--- src/design/ssdd_pkg.sv ---
// Package: constants, font tables and glyph lookup for the scrolling segment display driver.
package ssdd_pkg;

    localparam int unsigned CFG_ADDR_W = 5;

    typedef enum logic [2:0] {
        REG_MESSAGE_LENGTH  = 3'd0,
        REG_SCROLL_DELAY_MS = 3'd1,
        REG_DIGIT_SWITCH_MS = 3'd2,
        REG_RENDER_ENABLE   = 3'd3,
        REG_COMMON_ANODE    = 3'd4,
        REG_FONT_SELECT     = 3'd5
    } reg_idx_t;

    localparam logic ACTION_TICK = 1'b0;
    localparam logic ACTION_LOAD = 1'b1;

    localparam logic [7:0] GLYPH_FIRST = 8'h21;
    localparam logic [7:0] GLYPH_LAST  = 8'h7E;

    localparam logic [15:0] FONT16 [0:93] = '{
        16'h000C, 16'h0204, 16'hAA3C, 16'hAABB, 16'hEE99, 16'h9371, 16'h0200, 16'h1400,
        16'h4100, 16'hFF00, 16'hAA00, 16'h4000, 16'h8800, 16'h1000, 16'h4400,
        16'h44FF, 16'h040C, 16'h8877, 16'h083F, 16'h888C, 16'h90B3, 16'h88FB, 16'h000F,
        16'h88FF, 16'h88BF,
        16'h2200, 16'h4200, 16'h9400, 16'h8830, 16'h4900, 16'h2807, 16'h0AF7,
        16'h88CF, 16'h2A3F, 16'h00F3, 16'h223F, 16'h80F3, 16'h80C3, 16'h08FB, 16'h88CC,
        16'h2233, 16'h007C, 16'h94C0, 16'h00F0, 16'h05CC, 16'h11CC, 16'h00FF, 16'h88C7,
        16'h10FF, 16'h98C7, 16'h88BB, 16'h2203, 16'h00FC, 16'h44C0, 16'h50CC, 16'h5500,
        16'h88BC, 16'h4433,
        16'h2212, 16'h1100, 16'h2221, 16'h5000, 16'h0030, 16'h0100,
        16'hA070, 16'hA0E0, 16'h8060, 16'h281C, 16'hC060, 16'hAA02, 16'hA2A1, 16'hA0C0,
        16'h2000, 16'h2260, 16'h3600, 16'h00C0, 16'hA848, 16'hA040, 16'hA060, 16'h82C1,
        16'hA281, 16'h8040, 16'hA0A1, 16'h80E0, 16'h2060, 16'h4040, 16'h5048, 16'h5500,
        16'h0A1C, 16'hC020,
        16'hA212, 16'h2200, 16'h2A21, 16'hCC00
    };

    localparam logic [15:0] FONT14 [0:93] = '{
        16'h4006, 16'h0202, 16'h12CE, 16'h12ED, 16'h3FE4, 16'h2359, 16'h0200, 16'h2400,
        16'h0900, 16'h3FC0, 16'h12C0, 16'h0800, 16'h00C0, 16'h4000, 16'h0C00,
        16'h0C3F, 16'h0406, 16'h00DB, 16'h008F, 16'h00E6, 16'h2069, 16'h00FD, 16'h0007,
        16'h00FF, 16'h00EF,
        16'h1200, 16'h0A00, 16'h2440, 16'h00C8, 16'h0980, 16'h5083, 16'h02BB,
        16'h00F7, 16'h128F, 16'h0039, 16'h120F, 16'h0079, 16'h0071, 16'h00BD, 16'h00F6,
        16'h1209, 16'h001E, 16'h2470, 16'h0038, 16'h0536, 16'h2136, 16'h003F, 16'h00F3,
        16'h203F, 16'h20F3, 16'h00ED, 16'h1201, 16'h003E, 16'h0C30, 16'h2836, 16'h2D00,
        16'h00EE, 16'h0C09,
        16'h0039, 16'h2100, 16'h000F, 16'h2800, 16'h0008, 16'h0100,
        16'h1058, 16'h2078, 16'h00D8, 16'h088E, 16'h0858, 16'h14C0, 16'h048E, 16'h1070,
        16'h1000, 16'h0A10, 16'h3600, 16'h0030, 16'h10D4, 16'h1050, 16'h00DC, 16'h0170,
        16'h0486, 16'h0050, 16'h2088, 16'h0078, 16'h001C, 16'h0810, 16'h2814, 16'h2D00,
        16'h028E, 16'h0848,
        16'h0949, 16'h1200, 16'h2489, 16'h0CC0
    };

    function automatic logic [15:0] glyph(input logic [7:0] code, input logic font14,
                                          input logic invert);
        logic [15:0] pat;
        logic [6:0]  k;
        pat = 16'h0000;
        k   = 7'(code - GLYPH_FIRST);
        if (code >= GLYPH_FIRST && code <= GLYPH_LAST) begin
            pat = font14 ? FONT14[k] : FONT16[k];
        end
        glyph = invert ? ~pat : pat;
    endfunction

endpackage

--- src/design/scrolling_segment_display_driver_unit.sv ---
// Top level: scrolling two-digit 16/14-segment display driver with stream ports and APB registers.
//
// One input transfer is taken every cycle unless s_tready is low. A transfer passes into an
// input register; its message store access, switch timing, scroll step and font lookup are
// resolved from that register when the output register can take a result, and the result
// lands in the output register, which drives m_tvalid. Latency is set by the two register stages;
// throughput by the output register, which holds while m_tready is low and stalls the input
// only when both stages are full. Loads, ticks that cause no switch and ticks while rendering
// is disabled produce no output transfer.
module scrolling_segment_display_driver_unit #(
    parameter int unsigned MESSAGE_DEPTH = 32
) (
    input  logic                            aclk,
    input  logic                            aresetn,
    input  logic                            s_tvalid,
    output logic                            s_tready,
    input  logic                            s_tuser,   // action
    input  logic [47:0]                     s_tdata,   // now_ms, char_index, char_code, zero pad
    output logic                            m_tvalid,
    input  logic                            m_tready,
    output logic [23:0]                     m_tdata,   // segment_pattern, left/right_common_level, pad
    input  logic                            psel,
    input  logic                            penable,
    input  logic                            pwrite,
    input  logic [ssdd_pkg::CFG_ADDR_W-1:0] paddr,
    input  logic [31:0]                     pwdata,
    output logic [31:0]                     prdata,
    output logic                            pready
);
    import ssdd_pkg::*;

    localparam int unsigned IDX_W = (MESSAGE_DEPTH > 1) ? $clog2(MESSAGE_DEPTH) : 1;
    localparam int unsigned LEN_W = $clog2(MESSAGE_DEPTH + 1);

    logic [5:0]  msg_len_reg;
    logic [15:0] scroll_delay_reg;
    logic [7:0]  switch_ms_reg;
    logic        render_en_reg;
    logic        anode_reg;
    logic        font_sel_reg;

    logic [7:0]  store_reg [MESSAGE_DEPTH];

    logic [IDX_W-1:0] offset_reg, offset_next;
    logic [31:0] last_switch_reg, last_scroll_reg;
    logic        left_reg;

    logic        in_valid_reg;
    logic        in_action_reg;
    logic [31:0] in_now_reg;
    logic [4:0]  in_idx_reg;
    logic [7:0]  in_code_reg;

    logic        out_valid_reg;
    logic [17:0] out_data_reg;

    logic        stage_go;
    logic        cfg_wr;
    logic [2:0]  cfg_sel;

    assign pready   = 1'b1;
    assign cfg_wr   = psel && penable && pwrite;
    assign cfg_sel  = paddr[4:2];
    assign stage_go = !out_valid_reg || m_tready;
    assign s_tready = !in_valid_reg || stage_go;
    assign m_tvalid = out_valid_reg;
    assign m_tdata  = {6'd0, out_data_reg};

    always_comb begin
        case (cfg_sel)
            REG_MESSAGE_LENGTH:  prdata = {26'd0, msg_len_reg};
            REG_SCROLL_DELAY_MS: prdata = {16'd0, scroll_delay_reg};
            REG_DIGIT_SWITCH_MS: prdata = {24'd0, switch_ms_reg};
            REG_RENDER_ENABLE:   prdata = {31'd0, render_en_reg};
            REG_COMMON_ANODE:    prdata = {31'd0, anode_reg};
            REG_FONT_SELECT:     prdata = {31'd0, font_sel_reg};
            default:             prdata = 32'd0;
        endcase
    end

    // Tick evaluation on the input register
    logic [LEN_W-1:0] len;
    logic             do_switch, do_scroll;
    logic [IDX_W-1:0] base_off, right_off;
    logic [LEN_W:0]   inc_off;
    logic [7:0]       left_ch, right_ch, shown_ch;
    logic             show_left;
    logic             load_hit;

    always_comb begin
        len = (32'(msg_len_reg) > 32'(MESSAGE_DEPTH)) ? LEN_W'(MESSAGE_DEPTH)
                                                       : LEN_W'(msg_len_reg);
        do_switch = (in_now_reg - last_switch_reg) >= {24'd0, switch_ms_reg};
        base_off  = ((LEN_W+1)'(offset_reg) >= (LEN_W+1)'(len)) ? '0 : offset_reg;
        do_scroll = (len > LEN_W'(2)) &&
                    ((in_now_reg - last_scroll_reg) >= {16'd0, scroll_delay_reg});
        inc_off   = (LEN_W+1)'(base_off) + (LEN_W+1)'(1);
        offset_next = offset_reg;
        if (len != '0) begin
            offset_next = base_off;
            if (do_scroll) begin
                offset_next = (inc_off >= (LEN_W+1)'(len)) ? '0 : IDX_W'(inc_off);
            end
        end
        inc_off   = (LEN_W+1)'(offset_next) + (LEN_W+1)'(1);
        right_off = (inc_off >= (LEN_W+1)'(len)) ? '0 : IDX_W'(inc_off);
        left_ch   = (len != '0) ? store_reg[offset_next] : 8'd0;
        right_ch  = (len > LEN_W'(1)) ? store_reg[right_off] : 8'd0;
        show_left = !left_reg;
        shown_ch  = show_left ? left_ch : right_ch;
        load_hit  = ({27'd0, in_idx_reg} < 32'(MESSAGE_DEPTH));
    end

    always_ff @(posedge aclk) begin
        if (!aresetn) begin
            msg_len_reg      <= 6'd0;
            scroll_delay_reg <= 16'd500;
            switch_ms_reg    <= 8'd5;
            render_en_reg    <= 1'b1;
            anode_reg        <= 1'b1;
            font_sel_reg     <= 1'b0;
            offset_reg       <= '0;
            last_switch_reg  <= 32'd0;
            last_scroll_reg  <= 32'd0;
            left_reg         <= 1'b0;
            in_valid_reg     <= 1'b0;
            out_valid_reg    <= 1'b0;
        end else begin
            if (cfg_wr) begin
                case (cfg_sel)
                    REG_MESSAGE_LENGTH:  msg_len_reg      <= pwdata[5:0];
                    REG_SCROLL_DELAY_MS: scroll_delay_reg <= pwdata[15:0];
                    REG_DIGIT_SWITCH_MS: switch_ms_reg    <= pwdata[7:0];
                    REG_RENDER_ENABLE:   render_en_reg    <= pwdata[0];
                    REG_COMMON_ANODE:    anode_reg        <= pwdata[0];
                    REG_FONT_SELECT:     font_sel_reg     <= pwdata[0];
                    default:             ;
                endcase
            end
            if (stage_go) begin
                out_valid_reg <= in_valid_reg && in_action_reg == ACTION_TICK && do_switch &&
                                 render_en_reg;
            end
            if (in_valid_reg && stage_go) begin
                if (in_action_reg == ACTION_LOAD) begin
                    offset_reg <= '0;
                end else if (do_switch) begin
                    left_reg        <= show_left;
                    last_switch_reg <= in_now_reg;
                    offset_reg      <= offset_next;
                    if (do_scroll) begin
                        last_scroll_reg <= in_now_reg;
                    end
                end
            end
            if (s_tready) begin
                in_valid_reg <= s_tvalid;
            end
        end
    end

    always_ff @(posedge aclk) begin
        if (s_tready && s_tvalid) begin
            in_action_reg <= s_tuser;
            in_now_reg    <= s_tdata[31:0];
            in_idx_reg    <= s_tdata[36:32];
            in_code_reg   <= s_tdata[44:37];
        end
        if (in_valid_reg && stage_go && in_action_reg == ACTION_LOAD && load_hit) begin
            store_reg[IDX_W'(in_idx_reg)] <= in_code_reg;
        end
        if (in_valid_reg && stage_go && in_action_reg == ACTION_TICK && do_switch) begin
            out_data_reg <= {show_left ? !anode_reg : anode_reg,
                             show_left ? anode_reg : !anode_reg,
                             glyph(shown_ch, font_sel_reg, anode_reg)};
        end
    end

    a_out_hold: assert property (@(posedge aclk) disable iff (!aresetn)
        m_tvalid && !m_tready |=> m_tvalid && $stable(m_tdata))
        else $error("output changed while stalled");
    a_no_result_on_load: assert property (@(posedge aclk) disable iff (!aresetn)
        in_valid_reg && stage_go && in_action_reg == ACTION_LOAD |=> !$rose(m_tvalid))
        else $error("load produced a result");
    a_commons_differ: assert property (@(posedge aclk) disable iff (!aresetn)
        m_tvalid |-> m_tdata[16] != m_tdata[17])
        else $error("both commons at the same level");
    a_offset_range: assert property (@(posedge aclk) disable iff (!aresetn)
        32'(offset_reg) < 32'(MESSAGE_DEPTH))
        else $error("scroll offset out of range");

endmodule
--- config.mk ---
export PLATFORM = sky130hd
export DESIGN_NAME = scrolling_segment_display_driver_unit
export DESIGN_NICKNAME = d
export VERILOG_FILES = /design/src/design/ssdd_pkg.sv /design/src/design/scrolling_segment_display_driver_unit.sv
export SDC_FILE = /design/constraint.sdc
export NUM_CORES = 1
export LEC_CHECK = 0
export ABC_AREA = 1
export BUFFER_PORTS_ARGS = -buffer_cell sky130_fd_sc_hd__buf_4
export CAP_MARGIN = 20
export CORE_MARGIN = 2
export CORE_UTILIZATION = 40
export CTS_CLUSTER_DIAMETER = 150
export CTS_CLUSTER_SIZE = 24
export DETAILED_ROUTE_END_ITERATION = 16
export MAX_ROUTING_LAYER = met4
export PLACE_DENSITY = 0.62
export SLEW_MARGIN = 20
export SYNTH_ARGS = -nofsm -noshare
export SYNTH_HDL_FRONTEND = slang
export SYNTH_SLANG_ARGS = --single-unit
--- constraint.sdc ---
create_clock -name aclk -period 8.9 [get_ports aclk]
set_input_delay 0.445 -clock aclk [delete_from_list [all_inputs] [get_ports aclk]]
set_output_delay 0.445 -clock aclk [all_outputs]
set_load 0.02 [all_outputs]
## Word-level counts from Yosys, hierarchy flattened

Memory sizes are Yosys's and may differ from the RTL's.
Index checks and enable logic that the tools add are counted.

- Register bits: 169
- RAM bits: 256
- ROM bits: 4096
- Bits of input ports: 93
- Output and inout bits: 59
- Logic and storage cells: 98
- Memories kept: 3

Memories:

| name | words | width | rd ports | clocked after Yosys merged registers in | write ports | RTL line | RTL |
|---|---|---|---|---|---|---|---|
| (no name shown) | 128 | 16 | 1 | 0 | 0 | ssdd_pkg.sv:64 | `pat = font14 ? FONT14[k] : FONT16[k];` |
| (no name shown) | 128 | 16 | 1 | 0 | 0 | ssdd_pkg.sv:64 |  |
| store_reg | 32 | 8 | 2 | 0 | 1 | scrolling_segment_display_driver_unit.sv:42 | `logic [7:0] store_reg [MESSAGE_DEPTH];` |

- Add/subtract/negate cells: 5
- Order comparisons: 11
- Equal/unequal tests: 5
- Multiplexer cells: 24
- Bitwise logic cells: 3
- Reductions and logical operators: 30

Operator list:

| kind | count |
|---|---|
| $mux W16 | 8 |
| $pmux W16 S6 | 1 |
| $sub A32 B32 Y32 | 2 |
| $mux W5 | 7 |
| $ge A32 B16 Y1 | 1 |
| $ge A32 B8 Y1 | 1 |
| $mux W8 | 3 |
| $not A16 Y16 | 1 |
| $reduce_and A2 Y1 | 7 |
| $add A5 B1 Y6 const B | 2 |
| $ge A6 B6 Y1 | 2 |
| $logic_and A1 B1 Y1 | 12 |
| $ge A8 B6 Y1 const B | 1 |
| $ge A8 B8 Y1 const B | 1 |
| $le A8 B7 Y1 const B | 1 |
| $not A7 Y8 | 1 |
| $sub A7 B6 Y7 const B | 1 |
| $eq A3 B2 Y1 const B | 2 |
| $eq A3 B3 Y1 const B | 2 |
| $ge A5 B6 Y1 | 1 |
| $gt A6 B1 Y1 const B | 1 |
| $gt A6 B2 Y1 const B | 1 |
| $gt A6 B6 Y1 const B | 1 |
| $mux W6 | 1 |
| other kinds (10) | 17 |

## Logic depth before layout (Yosys ltp)

An unclocked memory read counts as a cell.

- Depth after elaboration: 25
- Mapped depth: 74
- Mapped depth without buffers: 70

## Worst setup path after synthesis

No wires, ideal clock.

- Kind: reg2reg
- Start point: register msg_len_reg[2]
- End point: register out_data_reg[12], data pin
- Setup time: 0.253 ns
- Data arrival time: 8.783 ns
- Setup slack: -0.136 ns
- Cell stages (with the launch flop): 70
- Cells stage by stage: dfxtp_1 nor2_1 nand3_1 nand2_1 nand2_1 ha_1 inv_1 nor2_1 o211ai_1 o2111ai_1 nor2_1 ha_1 nand3_1 xor2_1 inv_1 ha_1 nand2_1 inv_1 (+34 left out) ha_1 ha_1 inv_1 clkbuf_1 clkbuf_1 ha_1 inv_1 nand2_1 nand2_1 nand2_1 nand2_1 nor2_1 nor2_1 nand2_1 nand2_1 nand2_1 nand2_1 nand2_1

- Cells in the longest elaborated chain, start to end: 25
- Elaborated cells on any way between the ends: 36
- Those cells by class: 3 x add/sub; 8 x order compare; 17 x mux; 2 x bitwise; 3 x reduce/logical; 3 x memory

RTL lines:

| element | RTL line | RTL |
|---|---|---|
| from (decl) | scrolling_segment_display_driver_unit.sv:35 | `logic [5:0] msg_len_reg;` |
| from (signal assigned) | scrolling_segment_display_driver_unit.sv:131 | `REG_MESSAGE_LENGTH: msg_len_reg <= pwdata[5:0];` |
| $gt A6 B6 Y1 | scrolling_segment_display_driver_unit.sv:91 | `len = (32'(msg_len_reg) > 32'(MESSAGE_DEPTH)) ? LEN_W'(MESSAGE_DEPTH)` |
| $mux W6 * | scrolling_segment_display_driver_unit.sv:91 |  |
| $ge A5 B6 Y1 | scrolling_segment_display_driver_unit.sv:94 | `base_off = ((LEN_W+1)'(offset_reg) >= (LEN_W+1)'(len)) ? '0 : offset_reg;` |
| $mux W5 | scrolling_segment_display_driver_unit.sv:94 |  |
| $add A5 B1 Y6 | scrolling_segment_display_driver_unit.sv:97 | `inc_off = (LEN_W+1)'(base_off) + (LEN_W+1)'(1);` |
| $ge A6 B6 Y1 | scrolling_segment_display_driver_unit.sv:102 | `offset_next = (inc_off >= (LEN_W+1)'(len)) ? '0 : IDX_W'(inc_off);` |
| $mux W5 | scrolling_segment_display_driver_unit.sv:102 |  |
| $mux W5 | scrolling_segment_display_driver_unit.sv:101 | `if (do_scroll) begin` |
| (+8 left out) | - |  |
| $not A7 Y8 (not written as such) | ssdd_pkg.sv:64 |  |
| $mem_v2 Z128 W16 | - |  |
| $mux W16 (not written as such) (2 in series) | ssdd_pkg.sv:64 |  |
| $mux W16 | ssdd_pkg.sv:64 |  |
| $mux W16 * | ssdd_pkg.sv:63 | `if (code >= GLYPH_FIRST && code <= GLYPH_LAST) begin` |
| $mux W16 * | scrolling_segment_display_driver_unit.sv:172 | `if (in_valid_reg && stage_go && in_action_reg == ACTION_TICK && do_switch) begin` |
| $not A16 Y16 | ssdd_pkg.sv:66 | `glyph = invert ? ~pat : pat;` |
| $mux W16 * | ssdd_pkg.sv:66 |  |
| to (signal assigned) | scrolling_segment_display_driver_unit.sv:173 | `out_data_reg <= {show_left ? !anode_reg : anode_reg,` |
| to (decl) | scrolling_segment_display_driver_unit.sv:55 | `logic [17:0] out_data_reg;` |

Mark *: on every way between the ends. The rest lies on a longest branch, timed or not. The select of a mux whose other input is x is not followed.
A chain may end at the register's enable or synchronous reset.

## Worst setup path after layout

- Start point: register msg_len_reg[2]
- End point: register out_data_reg[2], data pin

The elaborated chain is that of the path after synthesis.

==> metrics <==
status finished, final reports clean; Yosys cell types 57; top cells by count, synth nand2_1, nand3_1, inv_1, edfxtp_1, nor2_1; Final Cycle Share 0.933; reg2reg path depth between 60 and 70; Die X around 270 µm; CP startpoint kind flop; Die Y between 200 and 300 µm; global-route wire length before repair 136 mm; mux contribution to synthesized area 0; adder-cell share of the synthesized area 0.0552; via/cell ratio approximately 5.3; #FFs+latches synth between 400 and 500; xor/xnor share of the synthesized area 0.0144; synth top area cells edfxtp_1, nand2_1, nand3_1; WL final about 91 mm; Final Skew approximately 0.028 ns; All-Layer GR Usage 0.251; hpwl dp approximately 63 mm; Area growth, synth to finish 13.2%; PD cells roughly 170 nW/µm²; Core Box Area about 70000 µm²; met2 wire length 41.1 mm; worst r2r src msg_len_reg[2]; number of flip-flops in the largest register roughly 260; antenna violations before repair 0; final net count ~4200; Worst-path clk slew around 0.11 ns; cell mode on critical path nand2_1; # port buffers 107; CP max-delay cell dfxtp_2; sequential area share after synthesis 0.419; yosys warns 0; Gate Count Post-Synth approximately 3800; Clock Path Buffers 3; final non-filler cell area about 32000 µm²; total CTS buffers 22; Cell Area, Placed between 30000 and 40000 µm²; CTS root buf clkbuf_16; crit-path max cell delay roughly 0.34 ns; post-synthesis compound-gate area fraction 0.0890; share of the synthesized area in the top cell type 0.344; setup tns final 0 ns; n_diodes 0; Rel. slew slack 0.234; R2R Setup Slk about 0.6 ns; share of post-route cells with drive strength above 1 0.113; drt first-iter violations between 2000 and 2500; Max Slew Vio Count 0; Crit. path cell count 63; vias in the first global route approximately 24000; CTS Sinks about 430; P_leak approximately 14 nW; DR pass1 iterations 6; CP required slightly above 9 ns; CP startpoint msg_len_reg[2]; worst slew pin tran approximately 1.1 ns; # DRC 0; initial core utilization 0.406; routed len/inst ~19 µm; main combinational cell family by area after synthesis simple AND/OR/NAND/NOR gates; worst reg2reg path endpoint out_data_reg[2]; class of the worst hold path input port to flop; wl on met1 about 40 mm; simple-gate share of the synthesized area 0.330; Max Used Layer met4; Placed Cells 4814; worst setup path end out_data_reg[2]; ys flop type edfxtp_1; CP Class flop to flop; max-cap viol count 0; Util after Layout 0.459; CTS tree built; CTS H-Tree Depth 1; minimum clock period after layout just over 8 ns; Setup-failing EPs final 0; met3 WL post-DR slightly below 7 mm; total grt overflow 0; Post-synth EDFFs 320; largest net degree at the start of global routing about 220; maximum VDD drop approximately 0.16 mV; Netlist Area Pre-Place approximately 28000 µm²; Routed Antenna Nets 0; CP top delay family simple AND/OR/NAND/NOR gates; final std cells w/o fill just under 5000; via count ~26000; WP data arrival around 8.6 ns; IO Count 152; post-synth top area cell edfxtp_1; gpl congestion 0.971; die area a little over 70000 µm²; syn avg cell area about 7.4 µm²; Max Fclk 120 MHz; CP max FO 19; Crit. End Element flop; Rows between 90 and 100; most common cell in the synthesized netlist nand2_1; clock latency on the worst-skew pair 0.58 ns; asr flop ratio synth 0; Final Hold Viols 0; worst path buffer plus inverter count 13
-- cells in the final DEF, fill, tap and decap left out, types with 5 or more instances in the layout --
master,count
a21oi_1,234
buf_12,13
buf_4,242
buf_6,11
clkbuf_1,6
clkbuf_16,31
conb_1,23
dfxtp_1,104
edfxtp_1,320
ha_1,113
inv_1,357
inv_2,18
nand2_1,1216
nand2_2,31
nand2_4,5
nand2_8,5
nand3_1,573
nand3_2,18
nand4_1,28
nor2_1,233
nor2_2,19
nor3_1,14
o211ai_1,27
o21ai_0,122
o21ai_1,28
o21bai_1,5
o221ai_1,7
o31ai_1,5
or2_2,7
xnor2_1,9
xor2_1,36
-- per-stage QoR --
step	worst slack [ns]	hold slack (ns)	total power [W]
global route	-0.0470	0.00984	0.00552
finish	0.599	0.0286	0.00526
detailed placement	0.0999	0.454	0.00397
global placement	0.158	0.449	0.00396
CTS	0.0716	0.00204	0.00509
floorplan	0.0782	0.435	0.00337
-- metal layers --
layer  GRT usage  vias up
met4      0.0761        0
met1       0.342    12100
met5           -        -
met3      0.0320      141
li1            -    12800
met2       0.389      928
-- repair_timing --
item,in CTS,in global routing
hold buffers,1,0
gates resized for setup,0,100
buffers inserted,0,18
setup endpoints to repair,0,16
hold endpoints to repair,1,0
-- power by group --
part	total (W)	switching, W	internal (W)
sequential	0.00219	0.0000283	0.00216
combinational	0.00193	0.00124	0.000691
clock	0.00114	0.000669	0.000468
-- cells by family after synthesis --
family,count (synthesis)
fa+ha+maj,122
compound gates,458
other cells,2
xor+xnor,46
flops,425
simple gates,2167
buf+inv,578
-- worst min path at each step --
stage	from	to	cells past startpoint
after floorplan	last_switch_reg[10]	last_switch_reg[10]	2
after global placement	last_scroll_reg[22]	last_scroll_reg[22]	2
after detailed placement	last_switch_reg[8]	last_switch_reg[8]	2
after CTS	s_tdata[23]	in_now_reg[23]	1
after global routing	s_tdata[23]	in_now_reg[23]	1
final	s_tdata[24]	in_now_reg[24]	1
-- area by class of cell --
cell class / count / area [µm²]
clock buffer: 28 / 573
clock inverter: 3 / 57.6
fill: 6952 / 37200
inverter: 388 / 1490
multi-input combinational: 2817 / 14000
sequential: 425 / 11700
tap: 931 / 1160
timing repair buffer: 283 / 2580
(Power assumes the default switching activity.)
